### src/rtl/ihre_ram.sv
// Generic simple dual-port RAM with one write port and a registered read port.
module ihre_ram #(
	parameter int WIDTH = 8,
	parameter int DEPTH = 16
) (
	input  logic                     clk,
	input  logic                     we,
	input  logic [$clog2(DEPTH)-1:0] waddr,
	input  logic [WIDTH-1:0]         wdata,
	input  logic [$clog2(DEPTH)-1:0] raddr,
	output logic [WIDTH-1:0]         rdata
);

	logic [WIDTH-1:0] mem [DEPTH];

	always_ff @(posedge clk) begin
		if (we) begin
			mem[waddr] <= wdata;
		end
		rdata <= mem[raddr];
	end

endmodule

### config.mk
export PLATFORM = sky130hd
export DESIGN_NAME = ihre_ram
export DESIGN_NICKNAME = d
export VERILOG_FILES = /design/src/rtl/ihre_ram.sv
export SDC_FILE = /design/constraint.sdc
export NUM_CORES = 1
export LEC_CHECK = 0
export BUFFER_PORTS_ARGS = -buffer_cell sky130_fd_sc_hd__buf_2
export CORE_MARGIN = 2
export CORE_UTILIZATION = 48
export CTS_CLUSTER_DIAMETER = 150
export DETAILED_ROUTE_END_ITERATION = 10
export GPL_ROUTABILITY_DRIVEN = 0
export PLACE_DENSITY_LB_ADDON = 0.1
export SLEW_MARGIN = 20
export SYNTH_ARGS = -nofsm -noshare
export SYNTH_HDL_FRONTEND = slang
export SYNTH_SLANG_ARGS = --single-unit
### constraint.sdc
create_clock -name clk -period 2.25 [get_ports clk]
set_clock_uncertainty 0.15 [all_clocks]
set_input_delay 0.5625 -clock clk [delete_from_list [all_inputs] [get_ports clk]]
set_output_delay 0.5625 -clock clk [all_outputs]
set_load 0.05 [all_outputs]
# Yosys cells after proc, flatten, opt, wreduce, memory -nomap -nowiden
# Memory sizes are Yosys's and may differ from the RTL's. A register that Yosys moved wholly into a read port is not among the register bits.
# Cells that the tools add are included.
[word_totals]
register_bits = 0
ram_bits = 128
inputBits = 18
word_cells = 3
n_memories = 1
[op_classes]
mux = 2
[mem_list]
columns = ["memory", "depth", "word_bits", "read_ports", "rd_clocked_by_memory_dff", "wr", "line_no", "rtl"]
rows = [
  ["mem", 16, 8, 1, 1, 1, "14", "logic [WIDTH-1:0] mem [DEPTH];"],
]
[op_table]
columns = ["op", "n"]
rows = [
  ["$mux 1", 2],
]

# Logic depth before layout (Yosys ltp)
[logic_depth]
word_depth = 2
ltp_mapped = 5

# Least setup slack after synthesis
# No wires, ideal clock.
[synth_path]
kind = "input -> register"
startpoint = "input port waddr[2]"
endpoint = "memory mem[0][0] (enable)"
setup_ns = 0.383
arrival_ns = 1.672
required_ns = 1.717
path_slack_ns = 0.045
cell_stages = 2
n_path_buf = 0
path_cell_list = "or3b_2 -> nor3_1"
[synth_rtl]
columns = ["item", "line_no", "rtl"]
rows = [
  ["from (decl)", "8", "input logic [$clog2(DEPTH)-1:0] waddr,"],
  ["to (decl)", "14", ""],
]
# Straight into the memory's write port.

# Worst setup path in the final report
[layout_path]
startpoint = "register rdata[6], read port of mem"
endpoint = "output port rdata[6]"
[layout_rtl]
columns = ["item", "line_no", "rtl"]
rows = [
  ["from (decl)", "11", "output logic [WIDTH-1:0] rdata"],
]
# No word-level cell between the ends.

==> summary.txt <==
Clock network
  • CTS Root Buffer Type: clkbuf_8
  • Clock Sinks: 136
  • H-tree levels: 4
  • # hold bufs at CTS: 0
  • Clk buf depth: 2
  • CTS buffer count: 17
  • CTS tree: yes
  • Number of post-CTS setup repair buffers: 0
  • Later-pin clock latency in the skew report: 510 ps
  • Clock-pin slew on the worst setup and hold paths: around 70 ps
  • Post-cts repair resize count: 0

Route
  • Per-cell routed wire length: 21.69 um
  • DRT antenna net count: 0
  • Vias: roughly 2400
  • Starting DRT DRC Count: 121
  • DRC errors left: 0
  • WL final: 9.434 mm
  • 1st-pass router iterations: 4
  • Vias/cell: 5.540

Synth
  • Post-synth EDFFs: 128
  • Post-synth top area share: 0.7467
  • Top post-synthesis cells by count: 128 x edfxtp_1, 18 x mux4_2, 16 x a22oi_1
  • Synth Area in Adders: 0
  • Fraction of registers with async set/reset: 0
  • Area contributors post-synth: edfxtp_1 75%, mux4_2 7.9%, mux4_1 7.1%, dfxtp_1 3.1%, a22oi_1 2.3%
  • Post-Synthesis Cells: 229
  • Top-count cell post-synth: edfxtp_1
  • Synth Area in Compound Gates: 0.02333
  • Ys flop type: edfxtp_1
  • Seq/Total Area, Yosys: 0.7778
  • Distinct cells, synth: 19
  • Post-Synth Simple-Gate Area: 0.03184
  • #FFs+latches synth: 136
  • Post-Syn Area per Cell: about 22 sq um
  • Main combinational cell family by area after synthesis: multiplexers
  • Synth warn: 0
  • Synthesized Nets: around 250
  • Area leader, netlist: edfxtp_1
  • Fraction of synthesized area in multiplexers: 0.1502
  • Xor-xnor portion of the synthesized cell area: 0
  • Synthesized cell area: 5147 sq um

Finish
  • # diodes: 0
  • Post-Layout Cell Count: 435
  • Area taken by flip-flops and latches: 4004 sq um
  • Area occupied by multi-input gates: 1057 sq um
  • Nets@finish: 304
  • FILL cells: 781
  • Synthesis-to-finish area growth: 19.18%
  • Layout cell share with drive strength beyond 1: 0.3278

Setup path
  • CP max-delay cell: dfxtp_1
  • Arrival @ worst endpoint: around 1200 ps
  • CP max FO: 1
  • Number of stages on the worst setup path: 1
  • Worst r2r path cells: 3
  • Crit-path cells: buf_2
  • Critical path startpoint category: flip-flop
  • Crit Path Class: flip-flop to output pin
  • Crit-path leading delay family: flip-flops
  • Crit-path max cell delay: 370 ps
  • Critical Path RT: 1540 ps
  • Buffers and inverters on the worst path: 1
  • Critical Path End Type: output pin

STA
  • Worst-Margin Slew: approximately 420 ps
  • Final Cycle Share: 0.8329
  • Max Slew Vio Count: 0
  • Final setup TNS: 0 ps
  • Max Clock Freq: 533.6 MHz
  • Final setup fails: 0
  • Final hold vios: 0
  • Max_slew headroom: 0.7179
  • Crit path time final: between 1500 and 2000 ps
  • RSZ-0062 raised after global routing: no

Global routing
  • First-pass GRT wire length: roughly 14 mm
  • Grt total ovfl: 0
  • Initial antenna violation count: 0
  • Gr usage total: 0.1791
  • Largest net degree at the start of global routing: 17
  • Vias in the first global route: 2576

Power
  • Max IR drop VDD: 0.0004682 V
  • P_leak: 0.002089 uW
  • P per Cell Area: roughly 930 nW/um^2

Floorplanning
  • I/O pins: 26
  • Die Wd: 107.6 um
  • Die ar.: 11570 sq um
  • Row cnt: 37
  • Core area: 10370 sq um
  • Die Y: 107.6 um
  • Starting Density: 0.4964

Placement
  • DP HPWL: 6.148 mm
  • Port Buffers: 25
  • Inst Count DP: roughly 400

Status
  • Run status: finished, final reports clean

Job
  • Max_cap viols: 0

Min path
  • WHS Path Cells: 1
  • Hold Crit Class: input port to flip-flop
[state kept, by name, summed over array words and instances (netlist names)]
register,cells
mem,128
rdata,8
[metrics by stage]
stage	hold WS (ps)	setup WS, ps	utilization	area [sq um]	total power, uW
after global placement	506.3	184.6	0.5380	5579	3227
after detailed placement	518.4	145.5	0.5380	5579	3234
after CTS	269.9	350.4	0.5916	6135	5775
after floorplan	479.3	44.63	-	5147	3100
final	291.3	376.1	0.5916	6135	5723
after global routing	272.9	349.8	0.5916	6135	5901
[cell families (layout without fill, tap and decap cells)]
kind of cell / after synthesis / after routing
mux: 32 / 32
compound gates: 16 / 16
simple gates: 35 / 35
flops: 136 / 136
buf+inv: 10 / 80
[layout by cell type, fill, tap and decap left out, drive strengths merged, types with 2 or more instances in the layout]
cell type,n
edfxtp,128
buf,48
mux4,32
clkbuf,17
a22oi,16
nor2,13
nand2,9
dfxtp,8
clkinvlp,5
inv,5
nor3,4
clkinv,4
nand3b,2
nand2b,2
[final timing paths]
| check | startpoint | endpoint | slack, ps |
|---|---|---|---|
| setup / recovery | rdata[6] | rdata[6] | 380 |
| hold / removal | wdata[5] | mem[13][5] | 290 |
| setup reg to reg | mem[2][7] | rdata[7] | 800 |
| hold reg to reg | mem[8][1] | rdata[1] | 530 |
[routing by layer]
| layer | vias up | GRT usage | part of all wire |
|---|---|---|---|
| met5 | - | 0 | 0 |
| met4 | 0 | 0.06960 | 0.010 |
| met3 | 9 | 0.04661 | 0.043 |
| met2 | 69 | 0.2830 | 0.50 |
| met1 | 1244 | 0.2407 | 0.44 |
| li1 | 1088 | - | - |
[power by group]
part	switching, uW	internal [uW]
Combinational	202	123
Clock	1070	1480
Sequential	17.3	2830
[area by class of cell]
| class | count | share of cell area |
|---|---|---|
| clock inverters | 15 | 0.02305 |
| flip-flops and latches | 136 | 0.6527 |
| clock buffers | 17 | 0.06751 |
| well taps | 136 | 0.02774 |
| multi-input cells | 83 | 0.1723 |
| repair buffers | 48 | 0.05670 |
Note: power is estimated with default switching activity, not from simulation.
