--- config.mk ---
export PLATFORM = sky130hd
export DESIGN_NAME = ihre_ctrl
export DESIGN_NICKNAME = d
export VERILOG_FILES = /design/src/rtl/ihre_pkg.sv /design/src/rtl/ihre_ctrl.sv
export SDC_FILE = /design/constraint.sdc
export NUM_CORES = 1
export LEC_CHECK = 0
export BUFFER_PORTS_ARGS = -buffer_cell sky130_fd_sc_hd__buf_4
export CAP_MARGIN = 20
export CORE_MARGIN = 4
export CORE_UTILIZATION = 25
export CTS_CLUSTER_SIZE = 24
export DETAILED_ROUTE_END_ITERATION = 8
export PLACE_DENSITY = 0.43
export SYNTH_ARGS = -nofsm -noshare
export SYNTH_HDL_FRONTEND = slang
export SYNTH_SLANG_ARGS = --single-unit
--- constraint.sdc ---
create_clock -name clk -period 7.33 [get_ports clk]
set_input_delay 1.466 -clock clk [delete_from_list [all_inputs] [get_ports clk]]
set_output_delay 1.466 -clock clk [all_outputs]
set_load 0.02 [all_outputs]
--- src/rtl/ihre_pkg.sv ---
// Shared constants, codes and types of the indexed min-heap priority engine.
package ihre_pkg;

	localparam int NODES     = 1024;
	localparam int EDGES     = 4096;
	localparam int DIST_W    = 32;
	localparam int NODE_W    = $clog2(NODES);
	localparam int SLOT_W    = $clog2(NODES + 2);
	localparam int EDGE_W    = $clog2(EDGES + 1);
	localparam int EDGE_IN_W = 12;
	localparam int COST_W    = 24;
	localparam int ACT_W     = 3;
	localparam int STAT_W    = 2;
	localparam int HSIZE_W   = 11;
	localparam int IN_W      = 2 * NODE_W + EDGE_IN_W + COST_W;
	localparam int IN_BYTES  = (IN_W + 7) / 8;
	localparam int OUT_W     = NODE_W + DIST_W + EDGE_W + HSIZE_W;
	localparam int OUT_BYTES = (OUT_W + 7) / 8;

	localparam logic [DIST_W-1:0] FAR       = '1;
	localparam logic [EDGE_W-1:0] EDGE_NONE = EDGE_W'(EDGES);
	localparam logic [SLOT_W-1:0] SCANNED   = SLOT_W'(NODES + 1);
	localparam logic [SLOT_W-1:0] UNSEEN    = '0;

	localparam logic [ACT_W-1:0] ACT_RESET   = 3'd0;
	localparam logic [ACT_W-1:0] ACT_SEED    = 3'd1;
	localparam logic [ACT_W-1:0] ACT_RELAX   = 3'd2;
	localparam logic [ACT_W-1:0] ACT_EXTRACT = 3'd3;

	localparam logic [STAT_W-1:0] STAT_DONE    = 2'd0;
	localparam logic [STAT_W-1:0] STAT_EMPTY   = 2'd1;
	localparam logic [STAT_W-1:0] STAT_IGNORED = 2'd2;

	typedef struct packed {
		logic [SLOT_W-1:0] status;
		logic [DIST_W-1:0] distance;
		logic [EDGE_W-1:0] edge_id;
	} node_word_t;

	typedef struct packed {
		logic              we;
		logic [NODE_W-1:0] waddr;
		logic [NODE_W-1:0] wdata;
		logic [NODE_W-1:0] raddr;
	} heap_req_t;

	typedef struct packed {
		logic              we;
		logic [NODE_W-1:0] waddr;
		node_word_t        wdata;
		logic [NODE_W-1:0] raddr;
	} node_req_t;

endpackage

--- src/rtl/ihre_ctrl.sv ---
// Sequencer: decodes actions, walks sift-up and sift-down over the two RAMs, holds the result.
module ihre_ctrl (
	input  logic                          clk,
	input  logic                          arst_n,
	input  logic                          s_tvalid,
	output logic                          s_tready,
	input  logic [ihre_pkg::IN_BYTES*8-1:0]  s_tdata,
	input  logic [ihre_pkg::ACT_W-1:0]       s_tuser,
	output logic                          m_tvalid,
	input  logic                          m_tready,
	output logic [ihre_pkg::OUT_BYTES*8-1:0] m_tdata,
	output logic [ihre_pkg::STAT_W-1:0]      m_tuser,
	output ihre_pkg::heap_req_t           hreq,
	input  logic [ihre_pkg::NODE_W-1:0]      heap_rdata,
	output ihre_pkg::node_req_t           nreq,
	input  ihre_pkg::node_word_t          node_rdata
);

	typedef enum logic [4:0] {
		S_CLEAR, S_IDLE, S_FETCH, S_RFROM, S_NODE,
		S_U0, S_U1, S_U2,
		S_D0, S_D1, S_D2, S_D3,
		S_X1, S_X2, S_X3,
		S_PLACE, S_SCAN, S_OUT
	} state_t;

	localparam int NW = ihre_pkg::NODE_W;
	localparam int SW = ihre_pkg::SLOT_W;
	localparam int DW = ihre_pkg::DIST_W;
	localparam int EW = ihre_pkg::EDGE_W;
	localparam int IN_W_HI = ihre_pkg::IN_W - 1;

	state_t state_q;

	logic [NW-1:0]                   clr_q;
	logic [ihre_pkg::ACT_W-1:0]      act_q;
	logic [NW-1:0]                   n_q, from_q;
	logic [EW-1:0]                   edge_q;
	logic [ihre_pkg::COST_W-1:0]     cost_q;
	logic [DW-1:0]                   sum_q;
	logic [SW-1:0]                   count_q, j_q;
	logic [NW-1:0]                   x_q, p_q, a_q, b_q, r_q;
	logic [DW-1:0]                   d_q;
	logic [EW-1:0]                   e_q;
	ihre_pkg::node_word_t            wa_q;
	logic                            has_b_q;
	logic [NW-1:0]                   res_node_q;
	logic [DW-1:0]                   res_dist_q;
	logic [EW-1:0]                   res_edge_q;
	logic [ihre_pkg::STAT_W-1:0]     res_stat_q;
	logic                            m_valid_q;
	logic [ihre_pkg::OUT_BYTES*8-1:0] m_data_q;
	logic [ihre_pkg::STAT_W-1:0]     m_user_q;

	logic [ihre_pkg::EDGE_IN_W-1:0]  in_edge;
	logic [EW-1:0]                   in_edge_map;
	logic [DW:0]                     sum_full;
	logic [DW-1:0]                   sum_sat;
	logic                            queued;
	logic                            relax_ok;
	logic [SW:0]                     c_slot;
	logic                            pick_b;
	logic [NW-1:0]                   ch_node;
	ihre_pkg::node_word_t            ch_word;
	logic [SW-1:0]                   ch_slot;
	logic                            out_free;

	assign in_edge     = s_tdata[2*NW+ihre_pkg::EDGE_IN_W-1:2*NW];
	assign in_edge_map = ({{(EW-ihre_pkg::EDGE_IN_W){1'b0}}, in_edge} >= ihre_pkg::EDGE_NONE)
		? ihre_pkg::EDGE_NONE : {{(EW-ihre_pkg::EDGE_IN_W){1'b0}}, in_edge};

	assign sum_full = {1'b0, node_rdata.distance} + {{(DW+1-ihre_pkg::COST_W){1'b0}}, cost_q};
	assign sum_sat  = sum_full[DW] ? ihre_pkg::FAR : sum_full[DW-1:0];

	assign queued   = (node_rdata.status != ihre_pkg::UNSEEN) && (node_rdata.status <= count_q);
	assign relax_ok = (node_rdata.status != ihre_pkg::SCANNED) && (sum_q < node_rdata.distance);

	assign c_slot  = {j_q, 1'b0};
	assign pick_b  = has_b_q && (node_rdata.distance < wa_q.distance);
	assign ch_node = pick_b ? b_q : a_q;
	assign ch_word = pick_b ? node_rdata : wa_q;
	assign ch_slot = pick_b ? SW'(c_slot + 1'b1) : SW'(c_slot);

	assign out_free = !m_valid_q || m_tready;
	assign s_tready = (state_q == S_IDLE);
	assign m_tvalid = m_valid_q;
	assign m_tdata  = m_data_q;
	assign m_tuser  = m_user_q;

	// RAM request decode
	always_comb begin
		hreq = '0;
		nreq = '0;
		case (state_q)
			S_CLEAR: begin
				nreq.we    = 1'b1;
				nreq.waddr = clr_q;
				nreq.wdata = '{status: ihre_pkg::UNSEEN, distance: ihre_pkg::FAR,
				               edge_id: ihre_pkg::EDGE_NONE};
			end
			S_FETCH: begin
				hreq.raddr = NW'(1);
				nreq.raddr = (act_q == ihre_pkg::ACT_RELAX) ? from_q : n_q;
			end
			S_RFROM: nreq.raddr = n_q;
			S_NODE: begin
				nreq.waddr = n_q;
				if (act_q == ihre_pkg::ACT_RESET && !queued) begin
					nreq.we    = 1'b1;
					nreq.wdata = '{status: ihre_pkg::UNSEEN, distance: ihre_pkg::FAR,
					               edge_id: ihre_pkg::EDGE_NONE};
				end else if ((act_q == ihre_pkg::ACT_SEED ||
				              (act_q == ihre_pkg::ACT_RELAX && relax_ok)) && !queued &&
				             count_q >= SW'(ihre_pkg::NODES)) begin
					nreq.we    = 1'b1;
					nreq.wdata = '{status: node_rdata.status,
					               distance: (act_q == ihre_pkg::ACT_SEED) ? '0 : sum_q,
					               edge_id: (act_q == ihre_pkg::ACT_SEED)
					                        ? ihre_pkg::EDGE_NONE : edge_q};
				end
			end
			S_U0: hreq.raddr = NW'(j_q >> 1);
			S_U1: nreq.raddr = heap_rdata;
			S_U2: begin
				if (node_rdata.distance > d_q) begin
					hreq.we    = 1'b1;
					hreq.waddr = j_q[NW-1:0];
					hreq.wdata = p_q;
					nreq.we    = 1'b1;
					nreq.waddr = p_q;
					nreq.wdata = '{status: j_q, distance: node_rdata.distance,
					               edge_id: node_rdata.edge_id};
				end
			end
			S_D0: hreq.raddr = c_slot[NW-1:0];
			S_D1: begin
				nreq.raddr = heap_rdata;
				hreq.raddr = NW'(c_slot + 1'b1);
			end
			S_D2: nreq.raddr = heap_rdata;
			S_D3: begin
				if (d_q > ch_word.distance) begin
					hreq.we    = 1'b1;
					hreq.waddr = j_q[NW-1:0];
					hreq.wdata = ch_node;
					nreq.we    = 1'b1;
					nreq.waddr = ch_node;
					nreq.wdata = '{status: j_q, distance: ch_word.distance,
					               edge_id: ch_word.edge_id};
				end
			end
			S_X1: begin
				nreq.raddr = heap_rdata;
				hreq.raddr = count_q[NW-1:0];
			end
			S_X2: nreq.raddr = heap_rdata;
			S_PLACE: begin
				hreq.we    = 1'b1;
				hreq.waddr = j_q[NW-1:0];
				hreq.wdata = x_q;
				nreq.we    = 1'b1;
				nreq.waddr = x_q;
				nreq.wdata = '{status: j_q, distance: d_q, edge_id: e_q};
			end
			S_SCAN: begin
				nreq.we    = 1'b1;
				nreq.waddr = r_q;
				nreq.wdata = '{status: ihre_pkg::SCANNED, distance: res_dist_q,
				               edge_id: res_edge_q};
			end
			default: begin
			end
		endcase
	end

	always_ff @(posedge clk or negedge arst_n) begin
		if (!arst_n) begin
			state_q   <= S_CLEAR;
			clr_q     <= '0;
			count_q   <= '0;
			m_valid_q <= 1'b0;
		end else begin
			if (m_valid_q && m_tready && state_q != S_OUT) begin
				m_valid_q <= 1'b0;
			end
			case (state_q)
				S_CLEAR: begin
					clr_q <= clr_q + 1'b1;
					if (clr_q == '1) begin
						state_q <= S_IDLE;
					end
				end
				S_IDLE: begin
					if (s_tvalid) begin
						act_q   <= s_tuser;
						n_q     <= s_tdata[NW-1:0];
						from_q  <= s_tdata[2*NW-1:NW];
						edge_q  <= in_edge_map;
						cost_q  <= s_tdata[IN_W_HI:2*NW+ihre_pkg::EDGE_IN_W];
						state_q <= S_FETCH;
					end
				end
				S_FETCH: begin
					if (act_q == ihre_pkg::ACT_EXTRACT && count_q == '0) begin
						res_node_q <= '0;
						res_dist_q <= ihre_pkg::FAR;
						res_edge_q <= ihre_pkg::EDGE_NONE;
						res_stat_q <= ihre_pkg::STAT_EMPTY;
						state_q    <= S_OUT;
					end else begin
						res_node_q <= n_q;
						res_stat_q <= ihre_pkg::STAT_DONE;
						if (act_q == ihre_pkg::ACT_EXTRACT) begin
							state_q <= S_X1;
						end else if (act_q == ihre_pkg::ACT_RELAX) begin
							state_q <= S_RFROM;
						end else begin
							state_q <= S_NODE;
						end
					end
				end
				S_RFROM: begin
					sum_q   <= sum_sat;
					state_q <= S_NODE;
				end
				S_NODE: begin
					x_q <= n_q;
					if (act_q == ihre_pkg::ACT_RESET) begin
						d_q        <= ihre_pkg::FAR;
						e_q        <= ihre_pkg::EDGE_NONE;
						res_dist_q <= ihre_pkg::FAR;
						res_edge_q <= ihre_pkg::EDGE_NONE;
						j_q        <= node_rdata.status;
						state_q    <= queued ? S_D0 : S_OUT;
					end else if (act_q == ihre_pkg::ACT_SEED ||
					             (act_q == ihre_pkg::ACT_RELAX && relax_ok)) begin
						d_q        <= (act_q == ihre_pkg::ACT_SEED) ? '0 : sum_q;
						e_q        <= (act_q == ihre_pkg::ACT_SEED) ? ihre_pkg::EDGE_NONE : edge_q;
						res_dist_q <= (act_q == ihre_pkg::ACT_SEED) ? '0 : sum_q;
						res_edge_q <= (act_q == ihre_pkg::ACT_SEED) ? ihre_pkg::EDGE_NONE : edge_q;
						if (queued) begin
							j_q     <= node_rdata.status;
							state_q <= S_U0;
						end else if (count_q < SW'(ihre_pkg::NODES)) begin
							count_q <= count_q + 1'b1;
							j_q     <= count_q + 1'b1;
							state_q <= S_U0;
						end else begin
							state_q <= S_OUT;
						end
					end else begin
						res_dist_q <= node_rdata.distance;
						res_edge_q <= node_rdata.edge_id;
						if (act_q == ihre_pkg::ACT_RELAX) begin
							res_stat_q <= ihre_pkg::STAT_IGNORED;
						end
						state_q <= S_OUT;
					end
				end
				S_U0: begin
					state_q <= (j_q == SW'(1)) ? S_PLACE : S_U1;
				end
				S_U1: begin
					p_q     <= heap_rdata;
					state_q <= S_U2;
				end
				S_U2: begin
					// move the parent down into the hole, climb one level
					if (node_rdata.distance > d_q) begin
						j_q     <= j_q >> 1;
						state_q <= S_U0;
					end else begin
						state_q <= S_PLACE;
					end
				end
				S_D0: begin
					state_q <= (c_slot > {1'b0, count_q}) ? S_PLACE : S_D1;
				end
				S_D1: begin
					a_q     <= heap_rdata;
					has_b_q <= (c_slot + 1'b1) <= {1'b0, count_q};
					state_q <= S_D2;
				end
				S_D2: begin
					wa_q    <= node_rdata;
					b_q     <= heap_rdata;
					state_q <= S_D3;
				end
				S_D3: begin
					if (d_q > ch_word.distance) begin
						j_q     <= ch_slot;
						state_q <= S_D0;
					end else begin
						state_q <= S_PLACE;
					end
				end
				S_X1: begin
					r_q        <= heap_rdata;
					res_node_q <= heap_rdata;
					state_q    <= S_X2;
				end
				S_X2: begin
					res_dist_q <= node_rdata.distance;
					res_edge_q <= node_rdata.edge_id;
					x_q        <= heap_rdata;
					state_q    <= S_X3;
				end
				S_X3: begin
					// last slot becomes the root, then sink it
					d_q     <= node_rdata.distance;
					e_q     <= node_rdata.edge_id;
					count_q <= count_q - 1'b1;
					j_q     <= SW'(1);
					state_q <= S_D0;
				end
				S_PLACE: begin
					state_q <= (act_q == ihre_pkg::ACT_EXTRACT) ? S_SCAN : S_OUT;
				end
				S_SCAN: begin
					state_q <= S_OUT;
				end
				S_OUT: begin
					if (out_free) begin
						m_valid_q <= 1'b1;
						m_data_q  <= {{(ihre_pkg::OUT_BYTES*8-ihre_pkg::OUT_W){1'b0}},
						              count_q, res_edge_q, res_dist_q, res_node_q};
						m_user_q  <= res_stat_q;
						state_q   <= S_IDLE;
					end
				end
				default: state_q <= S_IDLE;
			endcase
		end
	end

endmodule

Word level (Yosys, flattened, before mapping) --
Index checks and enable logic that the tools add are counted.
Operators by class: magnitude comparators 9, equality and inequality tests 38, multiplexer cells 71, add/subtract/negate cells 5, reductions and logical operators 40
Operators by type and width (count):
- one-hot mux 67 bit (6 select lines) | 1
- 2-to-1 mux 32 bit | 6
- 2-to-1 mux 67 bit | 2
- 2-to-1 mux 56 bit | 2
- 2-to-1 mux 11 bit | 10
- one-hot mux 32 bit (3 select lines) | 1
- one-hot mux 5 bit (18 select lines) | 1
- 2-to-1 mux 13 bit | 6
- greater-than comparator 32 bit | 2
- less-than comparator 32 bit | 2
- one-hot mux 32 bit (2 select lines) | 1
- one-hot mux 21 bit (3 select lines) | 1
- one-hot mux 10 bit (5 select lines) | 1
- 2-to-1 mux 45 bit | 1
- 2-to-1 mux 5 bit | 9
- one-hot mux 11 bit (4 select lines) | 1
- 2-to-1 mux 21 bit | 2
- equality test 5 x 4 -> 1 bit (second input constant) | 8
- one-hot mux 10 bit (2 select lines) | 2
- one-hot mux 13 bit (3 select lines) | 1
- adder 32 x 24 -> 33 bit | 1
- 2-to-1 mux 10 bit | 3
- one-hot mux 10 bit (3 select lines) | 1
- one-hot mux 13 bit (2 select lines) | 1
- other kinds (43) | 97
Storage, ports and cells: flip-flop bits (word level) 395, logic and storage cells 190, bits of input ports 129

Longest topological paths before layout --
word-level depth 9, depth in mapped cells 21, gate-level depth less buffers 17

Least setup slack after synthesis --
No wires, ideal clock.
path type input-to-output, start point input node_rdata[14] (netlist name), end point output nreq[16] (netlist name), buffers on the path 5, stages on the path 19, data required time 5864 ps, path slack 6 ps, arrival time 5858 ps, cells stage by stage ha_1 a2111oi_0 o21ai_1 a211o_1 a31oi_4 buf_2 clkbuf_1 a21oi_1 ha_1 nand4_1 nor4_1 nand2_1 o311a_1 o21ai_0 clkbuf_1 nor2_1 clkbuf_1 buf_2 a221o_1
RTL lines:
- start: declaration | line ihre_ctrl.sv:16 | input ihre_pkg::node_word_t node_rdata
- end: declaration | line ihre_ctrl.sv:15 | output ihre_pkg::node_req_t nreq,

==> results.json <==
{
  "ir_worst_vdd_mv": 0.153,
  "antenna_found_initial": 5,
  "pin_count": 313,
  "crit_fanout": 8,
  "syn_avg_cell_area_sq_um": 10.7,
  "cts_hold_buf": 0,
  "fin_crit_ns": 7.30,
  "max_slew_margin": 0.269,
  "p_int_uw": 5320,
  "fmax_mhz": 137,
  "clk-insertion-delay-late_ns": 0.62,
  "root_buffer": "clkbuf_16",
  "final_antenna_net_count": 0,
  "status": "completed",
  "cts_sinks": 395,
  "clk_path_buf_depth": 3,
  "crit_required_ns": 5.86,
  "power_uw": 8330,
  "drt_iter0_markers": 1952,
  "htree_levels": 2,
  "grt_usage": 0.186,
  "comb_power_share": 0.343,
  "syn_inst": 2171,
  "std_cell_rows": 111,
  "yosysMostFrequentCell": "edfxtp_1",
  "setup_violations": 0,
  "critPathKind": "in2out",
  "yosysWarnings": 0,
  "worstMarginPinSlew_ns": 1.10,
  "fin_crit_sh": 0.995,
  "clock_skew_ns": 0.0223,
  "p_sw_frac": 0.361,
  "core_sq_um": 91800,
  "min_path_type": "reg2reg",
  "place_congestion": 0.866,
  "netlist_area_sq_um": 23200,
  "switchingPower_uw": 3000,
  "synth-async-reset-ratio": 0.0684,
  "seq_area_frac_synth": 0.506,
  "path_clk_slew_ns": 0.06,
  "die_w_um": 313,
  "vias": 19400,
  "power.density_nw_per_um2": 279,
  "drc": 0,
  "area_growth_pct": 28.8,
  "drive_above_1_share": 0.236,
  "endpoint_kind": "primary output",
  "pwr-share-clk": 0.313,
  "dp_hpwl_um": 68300,
  "worst_ep_arrival_time_ns": 5.83,
  "cts_buffers": 50,
  "fin_nets": 2842,
  "portBuffers": 306,
  "synth_common_cells": "edfxtp_1, a21oi_1, nand2_1, inv_1, ha_1",
  "synthTopCellsByArea": "edfxtp_1, ha_1, a21oi_1",
  "routedWlPerCell_um": 25.0,
  "critPathLaunchType": "input port",
  "routed_via_density": 5.08,
  "cts_tree": "yes",
  "power_frac_seq": 0.345,
  "grt_pass1_wl_um": 136000,
  "ys_ff_latch": 395,
  "grt_pass1_vias": 19500,
  "firstDrtPassIters": 8,
  "synth_top_cell_by_area": "edfxtp_1",
  "yosys_most_used_dff": "edfxtp_1",
  "synth-edff-count": 368,
  "grt_overflow": 0,
  "drt_wl_total_um": 95500,
  "hold_violations": 0,
  "die_h_um": 313,
  "finish.utilization": 0.325,
  "ys_types": 80,
  "initial_utilization": 0.253,
  "p_leak_uw": 0.0118,
  "grt_max_degree": 60,
  "synth_top_area_frac": 0.477,
  "maxSlewViolCount": 0,
  "dieArea_sq_um": 97700,
  "maxCapViolations": 0
}
through the flow:
step	setup TNS [ns]	cells	instance area, sq um	worst slack (ns)	hold slack, ns
after CTS	0	3799	29300	0.00190	0.419
after detailed placement	-4.08	3708	27600	-0.111	0.405
after floorplan	0	2176	23200	0.00582	0.400
final	0	3821	29900	0.0332	0.418
after global routing	-1.06	3818	29900	-0.0418	0.421
after global placement	-1.38	3705	27500	-0.0645	0.407
routing by layer:
layer | share of wire | vias up | wire (um) | global-route usage
li1 | - | 9030 | - | -
met2 | 0.48 | 641 | 45700 | 0.314
met3 | 0.060 | 85 | 5750 | 0.0294
met4 | 0.015 | 0 | 1440 | 0.0364
met1 | 0.45 | 9670 | 42700 | 0.252
met5 | 0 | - | 0 | 0
kinds of logic (layout without fill, tap and decap cells):
| family | Yosys count | count (layout) | synth area share |
|---|---|---|---|
| compound gates | 685 | 685 | 0.209 |
| xor+xnor | 44 | 44 | 0.0166 |
| fa+ha+maj | 177 | 177 | 0.0958 |
| buf+inv | 304 | 703 | 0.0518 |
| flops | 395 | 395 | 0.506 |
| mux | 26 | 26 | 0.0120 |
| other cells | 1 | 9 | 0.000162 |
| simple gates | 539 | 539 | 0.109 |
cell type report:
type                       count  area [sq um]
fill                        9355         61900
sequential                   395         11700
multi-input combinational   1477         10700
timing repair buffer         430          3520
tap                         1243          1560
clock buffer                  52          1260
inverter                     182           683
clock inverter                39           454
antenna                        3          7.51
critical path, cell delays in order:
cell	delay [ns]
buf_4	0.13
ha_4	0.24
a2111oi_4	0.38
o21ai_2	0.13
a211o_4	0.39
a31oi_4	0.27
buf_6	0.17
clkbuf_16	0.14
a21oi_1	0.07
ha_1	0.21
a211o_1	0.31
a21oi_1	0.15
a31oi_2	0.13
o311a_1	0.40
o21ai_4	0.19
buf_6	0.14
o22ai_4	0.07
buf_12	0.19
clkbuf_16	0.17
a221o_1	0.30
buf_4	0.16
cells in the final DEF, fill, tap and decap left out, types with 28 or more instances in the layout:
| cell | n |
|---|---|
| a211oi_1 | 55 |
| a21oi_1 | 206 |
| a221o_1 | 50 |
| a222oi_1 | 29 |
| a22o_1 | 28 |
| a22oi_1 | 43 |
| buf_4 | 402 |
| clkbuf_16 | 55 |
| edfxtp_1 | 368 |
| ha_1 | 166 |
| inv_1 | 181 |
| nand2_1 | 186 |
| nand3_1 | 35 |
| nand4_1 | 35 |
| nor2_1 | 143 |
| o21ai_0 | 71 |
| xnor2_1 | 32 |
final timing paths:
kind	slack (ns)	from	depth (start not counted)	endpoint
min in group asynchronous	0.80	arst_n	1	count_q[9]
worst max-delay path	0.03	node_rdata[14]	21	nreq[36]
worst min-delay path	0.42	res_node_q[9]	0	m_tdata[9]
worst max register to register	2.30	wa_q[14]	18	j_q[7]
worst min register to register	0.42	res_node_q[9]	0	m_tdata[9]
max in group asynchronous	6.14	arst_n	1	clr_q[8]
state kept, by name, indices dropped and copies added (netlist names), 11 cells and up:
register	count
j_q	11
cost_q	24
d_q	32
res_edge_q	13
wa_q	45
res_dist_q	32
count_q	11
m_tdata	66
sum_q	32
edge_q	12
e_q	13
power by group through the flow:
stage	registers, uW	clock network (uW)	logic (uW)
floorplan	2840	0	1590
global placement	2910	0	2820
detailed placement	2920	0	2840
CTS	2870	2670	2850
global route	2890	2760	3070
finish	2870	2600	2860
what timing repair did:
| action | CTS | global route |
|---|---|---|
| resized for setup | 7 | 39 |
| endpoints found under the setup margin | 51 | 65 |
| pin swaps | 1 | 30 |
| cloned | 0 | 6 |
| buffers inserted | 0 | 11 |
Note: power is estimated with default switching activity, not from simulation.
